**src/rtl/core/scea_pkg.sv**
```systemverilog
// package for the sprite cluster edge anchor: types, constants, register codes
// used by scea_front, scea_back and sprite_cluster_edge_anchor
package scea_pkg;

  localparam int MaxSprites = 64;
  localparam int IdxW       = $clog2(MaxSprites);
  localparam int CntW       = IdxW + 1;

  // register indexes
  localparam logic [1:0] REG_BASE_WIDTH    = 2'd0;
  localparam logic [1:0] REG_WIDE_WIDTH    = 2'd1;
  localparam logic [1:0] REG_CENTRE_OFFSET = 2'd2;
  localparam logic [1:0] REG_SCREEN_HEIGHT = 2'd3;

  typedef struct packed {
    logic signed [15:0] x;
    logic signed [15:0] y;
    logic [11:0]        w;
    logic [11:0]        h;
  } sprite_t;

  // one closed frame handed from front to back
  typedef struct packed {
    logic [CntW-1:0] count;
  } frame_t;

  typedef enum logic [3:0] {
    ST_IDLE, ST_INIT, ST_PAIR_RD, ST_PAIR_CMP, ST_FIND_A, ST_FIND_B,
    ST_EXT_INIT, ST_EXT_FIND, ST_EXT_UPD, ST_OUT_FIND, ST_OUT_CALC, ST_OUT_EMIT
  } back_state_t;

endpackage

```
**src/rtl/core/scea_front.sv**
```systemverilog
// front part: accepts sprite items, writes them into the frame store
// depends on scea_pkg
module scea_front (
  input  logic                   clk,
  input  logic                   rst_n,
  input  logic                   push,
  output logic                   full,
  input  scea_pkg::sprite_t      in_sprite,
  input  logic                   in_frame_end,
  input  logic                   frame_busy,
  output logic                   wr_en,
  output logic [scea_pkg::IdxW-1:0] wr_idx,
  output scea_pkg::sprite_t      wr_data,
  output logic                   frame_valid,
  output scea_pkg::frame_t       frame
);
  import scea_pkg::*;

  logic [CntW-1:0] count_r, count_nxt;
  logic            fv_r, fv_nxt;
  logic [CntW-1:0] fc_r, fc_nxt;
  logic            acc;
  logic [CntW-1:0] count_inc;

  // front stalls while a closed frame waits or is being processed
  assign full    = fv_r || frame_busy;
  assign acc     = push && !full;
  assign wr_en   = acc;
  assign wr_idx  = count_r[IdxW-1:0];
  assign wr_data = in_sprite;
  assign count_inc = count_r + CntW'(1);

  // frame closing on end marker or full queue
  always_comb begin
    count_nxt = count_r;
    fv_nxt    = fv_r;
    fc_nxt    = fc_r;
    if (acc) begin
      if (in_frame_end || count_inc == CntW'(MaxSprites)) begin
        count_nxt = '0;
        fv_nxt    = 1'b1;
        fc_nxt    = count_inc;
      end else begin
        count_nxt = count_inc;
      end
    end else if (fv_r && frame_busy) begin
      fv_nxt = 1'b0;
    end
  end

  always_ff @(posedge clk) begin
    if (!rst_n) begin
      count_r <= '0;
      fv_r    <= 1'b0;
    end else begin
      count_r <= count_nxt;
      fv_r    <= fv_nxt;
    end
    fc_r <= fc_nxt;
  end

  assign frame_valid = fv_r;
  assign frame.count = fc_r;

`ifndef SYNTHESIS
  a_count_range: assert property (@(posedge clk) disable iff (!rst_n)
    count_r < CntW'(MaxSprites)) else $error("fill count out of range");
  a_no_write_stalled: assert property (@(posedge clk) disable iff (!rst_n)
    full |-> !wr_en) else $error("store write while stalled");
  a_frame_count: assert property (@(posedge clk) disable iff (!rst_n)
    fv_r |-> (fc_r != '0)) else $error("empty frame handed on");
`endif

endmodule

```
**config.mk**
```make
export PLATFORM = sky130hd
export DESIGN_NAME = scea_front
export DESIGN_NICKNAME = d
export VERILOG_FILES = /design/src/rtl/core/scea_pkg.sv /design/src/rtl/core/scea_front.sv
export SDC_FILE = /design/constraint.sdc
export NUM_CORES = 1
export LEC_CHECK = 0
export BUFFER_PORTS_ARGS = -buffer_cell sky130_fd_sc_hd__buf_2
export CELL_PAD_IN_SITES_DETAIL_PLACEMENT = 1
export CELL_PAD_IN_SITES_GLOBAL_PLACEMENT = 1
export CORE_ASPECT_RATIO = 0.8
export CORE_MARGIN = 3
export CORE_UTILIZATION = 24
export CTS_CLUSTER_SIZE = 30
export DETAILED_ROUTE_END_ITERATION = 10
export GPL_ROUTABILITY_DRIVEN = 0
export HOLD_SLACK_MARGIN = 0.05
export PLACE_DENSITY_LB_ADDON = 0.05
export SYNTH_ARGS = -nofsm -noshare
export SYNTH_HDL_FRONTEND = slang
export SYNTH_SLANG_ARGS = --single-unit
```
**constraint.sdc**
```tcl
create_clock -name clk -period 5.35 [get_ports clk]
set_clock_uncertainty 0.1 [all_clocks]
set_input_delay 1.07 -clock clk [delete_from_list [all_inputs] [get_ports clk]]
set_output_delay 1.07 -clock clk [all_outputs]
set_load 0.005 [all_outputs]
```
## Word-level counts from Yosys, hierarchy flattened

Index checks and enable logic that the tools add are counted.
Widths: inputs -> output; s select.

| word-level totals | value |
|---|---|
| register bits after elaboration | 15 |
| input port bits | 61 |
| output and inout bits | 72 |
| logic and storage cells | 18 |

| cells by class | value |
|---|---|
| add/sub/neg operators | 1 |
| equality and inequality tests | 2 |
| mux-type cells | 4 |
| reduce and logical (&&, ||, !) cells | 8 |

Operator list:

| operator | number |
|---|---|
| $add 7x1->7 const B | 1 |
| $eq 7x7->1 const B | 1 |
| $mux 7 | 1 |
| $reduce_and 2->1 | 2 |
| $mux 1 | 3 |
| $logic_and 1x1->1 | 2 |
| $logic_or 1x1->1 | 2 |
| $ne 2x1->1 const B | 1 |
| $reduce_bool 2->1 | 1 |
| $logic_not 1->1 | 1 |

## Depth between registers and ports, before layout

| depth | value |
|---|---|
| depth in word-level cells | 5 |
| gate-level depth with buffers | 7 |

## Worst setup path after synthesis

OpenSTA, ideal clock, no wires.

| timing | value |
|---|---|
| kind | in2out |
| from | input port frame_busy |
| to | output port wr_en |
| arrival time | 1508 ps |
| required time | 4180 ps |
| setup slack | 2672 ps |
| cell stages on the path | 3 |
| cells stage by stage | nor2_1 > nand2_1 > inv_1 |

| between the ends | value |
|---|---|
| cells in the longest elaborated chain, start to end | 3 |

RTL lines:

| item | RTL line | RTL |
|---|---|---|
| from (decl) | scea_front.sv:10 | `input logic frame_busy,` |
| $logic_or 1x1->1 | scea_front.sv:26 | `assign full = fv_r \|\| frame_busy;` |
| $logic_not 1->1 | scea_front.sv:27 | `assign acc = push && !full;` |
| $logic_and 1x1->1 | scea_front.sv:27 |  |
| to (decl) | scea_front.sv:11 | `output logic wr_en,` |

Every way passes these cells.

## Worst setup path after layout

Same ends and word-level chain as after synthesis.

==> run metrics <==
drt pass-1 iters 4; post-synthesis area per instance 8.70 um2; Tmin final 3100 ps; Bufs on Longest Clock Path 2; Startpoint Class input port; drt total wl 2590 um; hold path depth 1; P per Cell Area 238 mW/mm2; Synth async-reset ratio 0%; CTS Hold Buffers Added 0; crit path kind input port to output port; fin nets 164; mux contribution to synthesized area 0%; reg-to-reg slack, setup 2440 ps; PortBufs 20; hold endpoint frame[0]$_DFFE_PP_; growth of design area from synthesis to finish -21.8%; Critical Path Sink Type output port; DRT antenna net count 0; CP max FO 10; TNS Setup 0 ps; Hold Startpoint count_r[0]$_SDFFE_PN0P_; FMAX 0.322 GHz; first-pass GRT wire length just over 4000 um; Synth Area in Adders 0.992%; die span in y 70.8 um; unrepaired setup endpoints after global routing no; share of the synthesized area in the top cell type 37.5%; status complete, no violations; post-cts resize count 0; Initial DRC Count 27; CTS sink count 15; syn nets between 200 and 250; detailed-route via count about 720; R2R Path End frame[4]$_DFFE_PP_; Min-Delay Path Class register to register; DIE WIDTH 87.1 um; Post-route DRC 0; Netlist Area Pre-Place 0.00126 mm2; gr busiest metal met1; synth unique cells 31; core area approximately 0.0048 mm2; Area contributors post-synth buf_4, edfxtp_1, dfxtp_1; HPWL Detailed around 1900 um; WL per Instance about 16 um; share of the yosys chip area belonging to registers 29.4%; area leader, netlist buf_4; grt met2 use 10.1%; CP arrival 1930 ps; Setup-failing EPs final 0; Synth Area in Compound Gates between 7 and 8%; Tcrit/Tclk final 58.0%; initial antenna violation count 0; Final Hold Viols 0; share of post-route cells with drive strength above 1 ~28%; Starting Density 26.2%; clk root buf clkbuf_8; Req. time, crit path approximately 4200 ps; number of flops mapped to enable cells by yosys 7; Num CTS Buffers 3; slew margin rel. 57.4%; Post-Syn Instances 145; insertion delay to the later sink of the worst-skew pair 250 ps; gr ovfl total 0; antenna diode count 0; Max Slew Vio Count 0; Max-Cap Viols 0; M1 GR Usage 11.9%; Placed Cells 157; number of H-tree levels 1; GRT Total Usage between 8 and 9%; Tot Pwr 235 uW; row cnt 22; Synth Area in Simple Gates 17.4%; Worst R2R Start count_r[0]$_SDFFE_PN0P_; maximum VDD drop 68.0 uV; synthesized flop and latch total 15; Die ar. 0.00617 mm2; largest net degree at the start of global routing 13; number of cells on the worst reg-to-reg path 6; Post-Synth XOR/XNOR Area 4.17%; Leakage 0.391 nW; TritonCTS clock tree yes; vias per std cell 4.45; final cell count without fillers 161; top_reg_cell synth dfxtp_1; Worst-Margin Slew 637 ps; clock transition at the registers of the reported paths 70 ps; post-CTS setup buffers 0; met3 GRT Util 4.77%; vias in the first global route 761; yosys warns 0; io pins 133; largest family of logic cells by synthesized area buffers and inverters
per-layer routing:
metal  part of all wire (%)  wire (um)
met1                     51       1330
met2                     34        878
met4                    5.4        141
met5                      0          0
met3                    9.2        237
cells in the mapped netlist (2+ instances only):
library cell	n
inv_1	4
buf_4	63
nor2b_1	2
buf_2	4
xor2_1	3
nand4_1	2
nand3_1	7
and2_1	2
dfxtp_1	8
xnor2_1	3
nor2_1	9
nand2_1	10
a21boi_1	2
o21ai_1	2
edfxtp_1	7
o21ai_0	2
registers in the layout, indices dropped and copies added, names as in the netlist:
name and cells:
count_r 7, frame_valid 1, frame 7
worst max-delay path, cell delays in order:
cell and delay (ps):
buf_2 110, nor2_1 120, nand2_1 230, inv_1 240, buf_2 160
cell families (layout without fill, tap and decap cells):
logic type,count (synthesis),after routing
buffers and inverters,72,28
adder cells (fa/ha/maj),1,1
XOR/XNOR,6,6
flip-flops,15,15
AO/OA/AOI/OAI,11,11
AND/OR/NAND/NOR,40,40
layout make-up:
class                   instances  area [um2]
multi-input cells              58         379
fillers                       561        3830
repair buffers                 20         100
clock buffers                   3        41.3
well taps                      60        75.1
clock inverters                 1        5.00
flip-flops and latches         15         370
inverters                       4        15.0
through the flow:
step                utilization (%)  hold WS, ps  setup slack, ps  area [um2]
finish                         20.5          468             2250         986
global route                   20.5          506             2110         986
CTS                            20.5          468             2230         986
detailed placement             19.5          453             2230         940
global placement               19.5          444             2270         940
floorplan                         -          400             2670        1260
worst max-delay path by stage:
stage	start	end	slack (ps)
6_report	frame_busy	wr_en	2250
5_1_grt	frame_busy	wr_en	2110
4_1_cts	frame_busy	wr_en	2230
3_5_place_dp	frame_busy	wr_en	2230
3_3_place_gp	frame_busy	wr_en	2270
2_1_floorplan	frame_busy	wr_en	2670
power by group:
group	internal [mW]	switching, mW	total, mW	leakage (nW)
clock	0.0517	0.0461	0.0978	0.0255
sequential	0.121	0.00132	0.123	0.130
combinational	0.00553	0.00894	0.0145	0.235
cells in the final DEF (no fill, tap or decap), drive strengths merged:
cell type  netlist  routed
buf             67      20
nor3             1       1
nand4b           1       1
o41ai            1       1
and3             1       1
nor2b            2       2
inv              4       4
a21boi           3       3
a221oi           1       1
ha               1       1
or4              1       1
nor2             9       9
o21ai            4       4
nor4b            1       1
or3              1       1
nand4            2       2
nand3            7       7
dfxtp            8       8
edfxtp           7       7
a32oi            1       1
nand3b           1       1
xor2             3       3
xnor2            3       3
and2             2       2
or4b             1       1
clkbuf           1       3
a211o            1       1
nand2           10      10
clkinv           0       1
(Power assumes the default switching activity.)
